--- config.mk ---
export PLATFORM = sky130hd
export DESIGN_NAME = rotating_queue_move_to_front
export DESIGN_NICKNAME = d
export VERILOG_FILES = /design/src/sv/rqmtf_pkg.sv /design/src/sv/rqmtf_ram.sv /design/src/sv/rqmtf_datapath.sv /design/src/sv/rqmtf_ctrl.sv /design/src/sv/rotating_queue_move_to_front.sv
export SDC_FILE = /design/constraint.sdc
export NUM_CORES = 1
export LEC_CHECK = 0
export BUFFER_PORTS_ARGS = -buffer_cell sky130_fd_sc_hd__buf_4
export CORE_MARGIN = 4
export CORE_UTILIZATION = 25
export CTS_BUF_LIST = sky130_fd_sc_hd__clkbuf_16
export DETAILED_ROUTE_END_ITERATION = 16
export GPL_TIMING_DRIVEN = 1
export PLACE_DENSITY = 0.46
export SYNTH_ARGS = -nofsm -noshare
export SYNTH_HDL_FRONTEND = slang
export SYNTH_SLANG_ARGS = --single-unit
--- constraint.sdc ---
create_clock -name clk -period 15.8 [get_ports clk]
set_input_delay 0.79 -clock clk [delete_from_list [all_inputs] [get_ports clk]]
set_output_delay 0.79 -clock clk [all_outputs]
set_load 0.02 [all_outputs]
--- src/sv/rqmtf_pkg.sv ---
// Shared types and constants for the rotating move-to-front queue.
package rqmtf_pkg;

  localparam int unsigned ID_W = 7;

  localparam logic CMD_SERVE   = 1'b0;
  localparam logic CMD_PROMOTE = 1'b1;

  localparam logic [ID_W-1:0] COUNT_RESET = 7'd64;

  typedef enum logic [2:0] {
    S_IDLE,
    S_SERVE,
    S_PROM_FIRST,
    S_PROM_LOOP,
    S_PROM_FRONT
  } ctrl_state_t;

  typedef struct packed {
    logic accept;
    logic cfg_load;
    logic idx_clr;
    logic idx_inc;
    logic carry_ld;
    logic wr_carry;
    logic wr_target;
    logic head_adv;
    logic out_fire;
  } dp_cmd_t;

  typedef struct packed {
    logic hit;
    logic target_ok;
  } dp_stat_t;

endpackage

--- src/sv/rqmtf_ram.sv ---
// Generic single-write, single-read RAM with registered read data.
module rqmtf_ram #(
  parameter int unsigned WIDTH = 7,
  parameter int unsigned DEPTH = 64
) (
  input  logic                     clk,
  input  logic                     we,
  input  logic [$clog2(DEPTH)-1:0] waddr,
  input  logic [WIDTH-1:0]         wdata,
  input  logic [$clog2(DEPTH)-1:0] raddr,
  output logic [WIDTH-1:0]         rdata
);

  logic [WIDTH-1:0] mem_r [DEPTH];
  logic [WIDTH-1:0] rdata_r;

  always_ff @(posedge clk) begin
    if (we) begin
      mem_r[waddr] <= wdata;
    end
    rdata_r <= mem_r[raddr];
  end

  assign rdata = rdata_r;

endmodule

--- src/sv/rqmtf_datapath.sv ---
// Datapath: circular order store, head and index registers, count and result register.
module rqmtf_datapath #(
  parameter int unsigned MAX_ENTRIES = 64
) (
  input  logic                          clk,
  input  logic                          rst_n,
  input  rqmtf_pkg::dp_cmd_t            cmd,
  output rqmtf_pkg::dp_stat_t           stat,
  input  logic [rqmtf_pkg::ID_W-1:0]    in_target_id,
  input  logic [rqmtf_pkg::ID_W-1:0]    cfg_active_count,
  output logic                          out_valid,
  output logic [rqmtf_pkg::ID_W-1:0]    out_served_id
);
  import rqmtf_pkg::*;

  localparam int unsigned AW      = $clog2(MAX_ENTRIES);
  localparam int unsigned ID_MAX  = (1 << ID_W) - 1;
  localparam int unsigned CAP     = (MAX_ENTRIES < ID_MAX) ? MAX_ENTRIES : ID_MAX;
  localparam logic [ID_W-1:0] CAP_V = ID_W'(CAP);
  localparam logic [ID_W-1:0] RESET_CNT = (COUNT_RESET > CAP_V) ? CAP_V : COUNT_RESET;

  logic [ID_W-1:0]        count_r, count_nxt;
  logic [AW-1:0]          head_r, head_nxt;
  logic [AW-1:0]          idx_r, idx_nxt;
  logic [MAX_ENTRIES-1:0] valid_r, valid_nxt;
  logic [ID_W-1:0]        carry_r, carry_nxt;
  logic [ID_W-1:0]        target_r, target_nxt;
  logic                   out_valid_r, out_valid_nxt;
  logic [ID_W-1:0]        out_id_r, out_id_nxt;
  logic                   rd_valid_r, rd_valid_nxt;
  logic [ID_W-1:0]        rd_def_r, rd_def_nxt;

  logic [AW:0]            n_ext;
  logic [AW:0]            head_inc;
  logic [AW-1:0]          raddr, waddr;
  logic [AW:0]            raddr_inc;
  logic                   we;
  logic [ID_W-1:0]        wdata;
  logic [ID_W-1:0]        ram_rdata;
  logic [ID_W-1:0]        rd_word;
  logic [ID_W-1:0]        cfg_clamped;

  function automatic logic [AW-1:0] phys(input logic [AW-1:0] head,
                                         input logic [AW-1:0] idx,
                                         input logic [AW:0]   n);
    logic [AW:0] sum;
    sum = {1'b0, head} + {1'b0, idx};
    if (sum >= n) begin
      sum = sum - n;
    end
    return sum[AW-1:0];
  endfunction

  assign n_ext = (AW+1)'(count_r);

  always_comb begin
    if (cfg_active_count == '0) begin
      cfg_clamped = ID_W'(1);
    end else if (cfg_active_count > CAP_V) begin
      cfg_clamped = CAP_V;
    end else begin
      cfg_clamped = cfg_active_count;
    end
  end

  always_comb begin
    idx_nxt = idx_r;
    if (cmd.idx_clr) begin
      idx_nxt = '0;
    end else if (cmd.idx_inc) begin
      idx_nxt = idx_r + AW'(1);
    end
  end

  assign raddr     = phys(head_r, idx_nxt, n_ext);
  assign waddr     = phys(head_r, idx_r, n_ext);
  assign we        = cmd.wr_carry | cmd.wr_target;
  assign wdata     = cmd.wr_target ? target_r : carry_r;
  assign raddr_inc = {1'b0, raddr} + (AW+1)'(1);
  assign rd_word   = rd_valid_r ? ram_rdata : rd_def_r;
  assign head_inc  = {1'b0, head_r} + (AW+1)'(1);

  rqmtf_ram #(
    .WIDTH (ID_W),
    .DEPTH (MAX_ENTRIES)
  ) u_ram (
    .clk   (clk),
    .we    (we),
    .waddr (waddr),
    .wdata (wdata),
    .raddr (raddr),
    .rdata (ram_rdata)
  );

  always_comb begin
    count_nxt     = count_r;
    head_nxt      = head_r;
    valid_nxt     = valid_r;
    carry_nxt     = carry_r;
    target_nxt    = target_r;
    out_valid_nxt = 1'b0;
    out_id_nxt    = out_id_r;
    rd_valid_nxt  = valid_r[raddr];
    rd_def_nxt    = ID_W'(raddr_inc);
    if (cmd.cfg_load) begin
      count_nxt = cfg_clamped;
      head_nxt  = '0;
      valid_nxt = '0;
    end
    if (cmd.accept) begin
      target_nxt = in_target_id;
    end
    if (cmd.carry_ld) begin
      carry_nxt = rd_word;
    end
    if (we) begin
      valid_nxt[waddr] = 1'b1;
    end
    if (cmd.head_adv) begin
      head_nxt = (head_inc == n_ext) ? '0 : head_inc[AW-1:0];
    end
    if (cmd.out_fire) begin
      out_valid_nxt = 1'b1;
      out_id_nxt    = rd_word;
    end
  end

  always_ff @(posedge clk) begin
    if (!rst_n) begin
      count_r     <= RESET_CNT;
      head_r      <= '0;
      idx_r       <= '0;
      valid_r     <= '0;
      out_valid_r <= 1'b0;
    end else begin
      count_r     <= count_nxt;
      head_r      <= head_nxt;
      idx_r       <= idx_nxt;
      valid_r     <= valid_nxt;
      out_valid_r <= out_valid_nxt;
    end
  end

  always_ff @(posedge clk) begin
    carry_r    <= carry_nxt;
    target_r   <= target_nxt;
    out_id_r   <= out_id_nxt;
    rd_valid_r <= rd_valid_nxt;
    rd_def_r   <= rd_def_nxt;
  end

  assign stat.hit       = (rd_word == target_r);
  assign stat.target_ok = (in_target_id != '0) && (in_target_id <= count_r);

  assign out_valid     = out_valid_r;
  assign out_served_id = out_id_r;

  a_head_in_range: assert property (@(posedge clk) disable iff (!rst_n)
    {1'b0, head_r} < n_ext)
    else $error("head pointer beyond active count");

  a_idx_in_range: assert property (@(posedge clk) disable iff (!rst_n)
    {1'b0, idx_r} < n_ext)
    else $error("scan index beyond active count");

  a_count_nonzero: assert property (@(posedge clk) disable iff (!rst_n)
    count_r != '0 && count_r <= CAP_V)
    else $error("active count out of range");

endmodule

--- src/sv/rqmtf_ctrl.sv ---
// Controller state machine that sequences serve and promote commands.
module rqmtf_ctrl (
  input  logic                clk,
  input  logic                rst_n,
  input  logic                start,
  input  logic                in_cmd,
  input  logic                cfg_valid,
  input  rqmtf_pkg::dp_stat_t stat,
  output rqmtf_pkg::dp_cmd_t  cmd,
  output logic                busy
);
  import rqmtf_pkg::*;

  ctrl_state_t state_r, state_nxt;

  always_ff @(posedge clk) begin
    if (!rst_n) begin
      state_r <= S_IDLE;
    end else begin
      state_r <= state_nxt;
    end
  end

  always_comb begin
    state_nxt = state_r;
    cmd       = '0;
    case (state_r)
      S_IDLE: begin
        cmd.idx_clr  = 1'b1;
        cmd.accept   = start;
        cmd.cfg_load = cfg_valid;
        if (start) begin
          if (in_cmd == CMD_SERVE) begin
            state_nxt = S_SERVE;
          end else if (stat.target_ok) begin
            state_nxt = S_PROM_FIRST;
          end
        end
      end
      S_SERVE: begin
        cmd.out_fire = 1'b1;
        cmd.head_adv = 1'b1;
        cmd.idx_clr  = 1'b1;
        state_nxt    = S_IDLE;
      end
      S_PROM_FIRST: begin
        if (stat.hit) begin
          cmd.idx_clr = 1'b1;
          state_nxt   = S_IDLE;
        end else begin
          cmd.carry_ld = 1'b1;
          cmd.idx_inc  = 1'b1;
          state_nxt    = S_PROM_LOOP;
        end
      end
      S_PROM_LOOP: begin
        cmd.wr_carry = 1'b1;
        cmd.carry_ld = 1'b1;
        if (stat.hit) begin
          cmd.idx_clr = 1'b1;
          state_nxt   = S_PROM_FRONT;
        end else begin
          cmd.idx_inc = 1'b1;
        end
      end
      S_PROM_FRONT: begin
        cmd.wr_target = 1'b1;
        cmd.idx_clr   = 1'b1;
        state_nxt     = S_IDLE;
      end
      default: begin
        state_nxt = S_IDLE;
      end
    endcase
  end

  assign busy = (state_r != S_IDLE);

  a_front_then_idle: assert property (@(posedge clk) disable iff (!rst_n)
    state_r == S_PROM_FRONT |=> state_r == S_IDLE)
    else $error("front write not followed by idle");

endmodule

--- src/sv/rotating_queue_move_to_front.sv ---
// Top level of the rotating queue with move-to-front promotion.
// The block keeps an ordered list of identifiers 1..active_count.
// A word is accepted on a clock edge where start is high and busy is low.
// A serve word (in_cmd 0) reports the front identifier on out_served_id with
// out_valid high for one cycle from the result register, and rotates it to
// the back; busy is high in the serve state, which advances the head.
// A promote word (in_cmd 1) moves in_target_id to the front and gives no
// result. It scans the list from the front, one list entry per cycle, through
// the order store memory; an unknown identifier, including 0, is taken
// without a scan.
// The cfg channel writes active_count while the block is idle and reloads
// ascending order at once; cfg_ready is low while busy.
// After reset the list holds 1..64 (capped at MAX_ENTRIES) with no fill pass.
// The receiver of results cannot stall; each result is shown exactly once.
module rotating_queue_move_to_front #(
  parameter int unsigned MAX_ENTRIES = 64
) (
  input  logic                       clk,
  input  logic                       rst_n,
  input  logic                       start,
  output logic                       busy,
  input  logic                       in_cmd,
  input  logic [rqmtf_pkg::ID_W-1:0] in_target_id,
  output logic                       out_valid,
  output logic [rqmtf_pkg::ID_W-1:0] out_served_id,
  input  logic                       cfg_valid,
  output logic                       cfg_ready,
  input  logic [rqmtf_pkg::ID_W-1:0] cfg_active_count
);
  import rqmtf_pkg::*;

  dp_cmd_t  dp_cmd;
  dp_stat_t dp_stat;
  logic     busy_int;

  rqmtf_ctrl u_ctrl (
    .clk       (clk),
    .rst_n     (rst_n),
    .start     (start),
    .in_cmd    (in_cmd),
    .cfg_valid (cfg_valid),
    .stat      (dp_stat),
    .cmd       (dp_cmd),
    .busy      (busy_int)
  );

  rqmtf_datapath #(
    .MAX_ENTRIES (MAX_ENTRIES)
  ) u_dp (
    .clk              (clk),
    .rst_n            (rst_n),
    .cmd              (dp_cmd),
    .stat             (dp_stat),
    .in_target_id     (in_target_id),
    .cfg_active_count (cfg_active_count),
    .out_valid        (out_valid),
    .out_served_id    (out_served_id)
  );

  assign busy      = busy_int;
  assign cfg_ready = !busy_int;

  a_result_from_serve: assert property (@(posedge clk) disable iff (!rst_n)
    out_valid |-> $past(start && !busy, 2) && $past(in_cmd, 2) == CMD_SERVE)
    else $error("result without a serve word two cycles earlier");

endmodule
==> results by group <==
GRT
  – Vias in the first global route: 16,600
  – Initial antenna violation count: 2
  – Gr usage total: 0.146
  – Pin count of the biggest net entering global routing: 65
  – First-pass GRT wire length: 114 mm
  – Grt total ovfl: 0

Clock tree
  – Htree depth: 2
  – Number of gates resized after cts: 0
  – Root Driver: clkbuf_16
  – Worst-skew pair later-pin latency: 0.64 ns
  – Cts hold-fix bufs: 0
  – CTS Sinks: 571
  – CTS tree: done
  – Maximum root-to-sink buffer count: 3
  – # Post-CTS Setup Buffers: 0
  – TritonCTS Buffers: 59
  – Clk slew on worst S/H paths: 0.06 ns

Routing
  – Top Layer Used: met5
  – Final ANT Viol Nets: 0
  – Via density: 4.94
  – Wire per inst: 22.8 microns
  – Routed wl met2: 36.5 mm
  – WL final: 77.5 mm
  – Met1 WL: 34.7 mm
  – Via count: 16,800
  – Met3 WL: 4.25 mm
  – First DRT Iteration DRCs: 1,379
  – TritonRoute pass-1 iters: 5
  – DRC viols: 0

Worst setup path
  – Critical path data required time: 16.27 ns
  – Worst Setup End Kind: flip-flop
  – Worst Path Arrival: 9.93 ns
  – CP Launch Type: flip-flop
  – Crit-path most repeated cell: buf_4
  – Slowest CP cell: clkinv_2
  – Slowest stage delay, CP: 0.81 ns
  – R2r setup slk: 6.35 ns
  – Crit path max fanout: 58
  – Critical setup path kind: reg -> reg

Placement
  – RePlAce Congestion: 0.847
  – Setup WS pre-CTS: 6.34 ns
  – Post-Place Cells: 3,291
  – IO buf count: 28
  – DPL Wire Length: 49.2 mm
  – Placed cell area: 26,500 sq um

Synthesis
  – Post-Synthesis Cells: 2,054
  – Number of enable flip-flop cells after synthesis: 469
  – Leading area contributor after synthesis: edfxtp_1
  – Sequential cell area fraction in the yosys report: 0.648
  – Cell variety after synth: 66
  – Warnings from Yosys: 0
  – FFs w/ async S/R, synth: 0
  – Syn Area/Cell: 12.1 sq um
  – Post-Syn Area: 24,900 sq um
  – Ys flop type: edfxtp_1
  – Synth area leaders: edfxtp_1, dfxtp_1, nand2_1
  – Post-Syn Nets: 2,113
  – Top cell type's share of synthesized area: 0.566
  – Synthesis-stage register bit count: 571

Pwr
  – Total Power: 4.40 mW
  – PD cells: 155 nW/um^2
  – Worst IR Drop VDD: 91.0 uV
  – Leakage: 9.77 nW

Finish
  – Non-Filler Instances: 3,403
  – Post-route cell area: 28,400 sq um
  – Final Util: 0.288
  – Nets: 2,124
  – Layout area overhead: 14.3%
  – Share of cells above drive strength 1: 0.0918

Timing
  – Final-report hold violation count: 0
  – Fin. max-slew vios: 0
  – Final Critical Period: 9.45 ns
  – Max_slew headroom: 0.247
  – RSZ-0062 raised after global routing: false
  – Hold_ws: 0.421 ns
  – Endpoints failing setup: 0
  – Clk_skew: 0.0327 ns
  – Worst-Margin Slew: 1.12 ns
  – Setup_tns: 0 ns
  – Worst setup margin: 6.35 ns
  – Max Clock Freq: 0.106 GHz
  – Crit share post-route: 0.598

Floorplan
  – Standard-cell rows: 115
  – Core box area: 98,600 sq um
  – Io pins: 29
  – Initial core utilization: 0.252
  – Die H: 323 microns
  – Chip width: 323 microns
  – Die area: 105,000 sq um

Worst hold path
  – Worst min path class: in -> reg

Outcome
  – Status: finished clean

Run
  – Max cap viols: 0
worst paths after layout:
path                                       start                   to  cells past startpoint
worst min-delay path             in_target_id[2]     u_dp.target_r[2]                      1
worst max register to register   u_dp.rd_valid_r  u_dp.u_ram.rdata[1]                     29
worst max-delay path             u_dp.rd_valid_r  u_dp.u_ram.rdata[1]                     29
worst min register to register  u_dp.valid_r[50]     u_dp.valid_r[50]                      2
logic make-up after synthesis:
family | count (synthesis) | synth area share
AO/OA/AOI/OAI | 473 | 0.123
XOR/XNOR | 35 | 0.0123
adder cells (fa/ha/maj) | 40 | 0.0213
buffers and inverters | 193 | 0.0327
flip-flops | 571 | 0.648
multiplexers | 130 | 0.0537
AND/OR/NAND/NOR | 612 | 0.108
critical path: cells and delay by family, from the launching register on:
| family | cells | cell delay, ns |
|---|---|---|
| AND/OR/NAND/NOR | 10 | 2.45 |
| multiplexers | 1 | 0.42 |
| XOR/XNOR | 2 | 0.32 |
| adder cells (fa/ha/maj) | 2 | 0.73 |
| buffers and inverters | 5 | 2.31 |
| AO/OA/AOI/OAI | 9 | 2.42 |
| flip-flops | 1 | 0.52 |
layout by cell type (no fill, tap or decap), types with 9 or more instances in the layout:
master	netlist	final
a211oi_1	57	56
nor2b_1	9	9
dfxtp_1	102	102
nor3_1	23	23
mux2_2	21	21
buf_4	9	68
o211ai_1	16	16
xor2_1	19	19
inv_1	71	90
clkinv_2	0	12
ha_1	36	36
nor3b_1	9	9
a31oi_1	17	17
nand2_1	297	297
o21ai_0	125	125
clkbuf_16	0	60
edfxtp_1	469	469
a221oi_1	28	28
clkinv_1	0	10
nand2b_1	10	10
o32ai_1	19	19
a22oi_1	19	19
o221ai_1	25	25
nand3_1	115	115
nor2_1	104	104
xnor2_1	16	16
a21oi_1	108	106
mux2i_1	107	104
nor4_1	12	10
state kept, by name, summed over array words and instances, names as in the netlist:
name and flops:
u_ctrl.state_r 3, u_dp.u_ram.mem_r 448, u_dp.carry_r 7, u_dp.valid_r 64, u_dp.idx_r 6, u_dp.rd_valid_r 1, u_dp.u_ram.rdata 7, u_dp.out_valid 1
u_dp.count_r 7, u_dp.rd_def_r 7, u_dp.head_r 6, u_dp.target_r 7, u_dp.out_served_id 7
cells in the mapped netlist, types with 25 or more instances:
master,count
edfxtp_1,469
nand2_1,297
o21ai_0,125
nand3_1,115
a21oi_1,108
mux2i_1,107
nor2_1,104
dfxtp_1,102
inv_1,71
clkbuf_1,69
a211oi_1,57
ha_1,36
buf_2,32
a221oi_1,28
o221ai_1,25
layer usage:
metal / up-vias / global-route usage
met5: - / 0.00454
met4: 2 / 0.0409
met3: 120 / 0.0253
met2: 448 / 0.240
met1: 8519 / 0.199
li1: 7732 / -
power by group:
| group | total (mW) | switching, mW | internal (mW) |
|---|---|---|---|
| combinational | 1.21 | 0.880 | 0.327 |
| sequential | 1.83 | 0.0263 | 1.80 |
| clock | 1.36 | 0.596 | 0.767 |
cell type report:
| type | instances | area [sq um] |
|---|---|---|
| Antenna cell | 2 | 5.00 |
| Clock buffer | 60 | 1500 |
| Clock inverter | 50 | 375 |
| Fill cell | 9982 | 70100 |
| Inverter | 75 | 288 |
| Multi-Input combinational cell | 1290 | 8010 |
| Sequential cell | 571 | 16100 |
| Tap cell | 1287 | 1610 |
| Timing Repair Buffer | 68 | 510 |
Power figures use the tool's default switching activity.
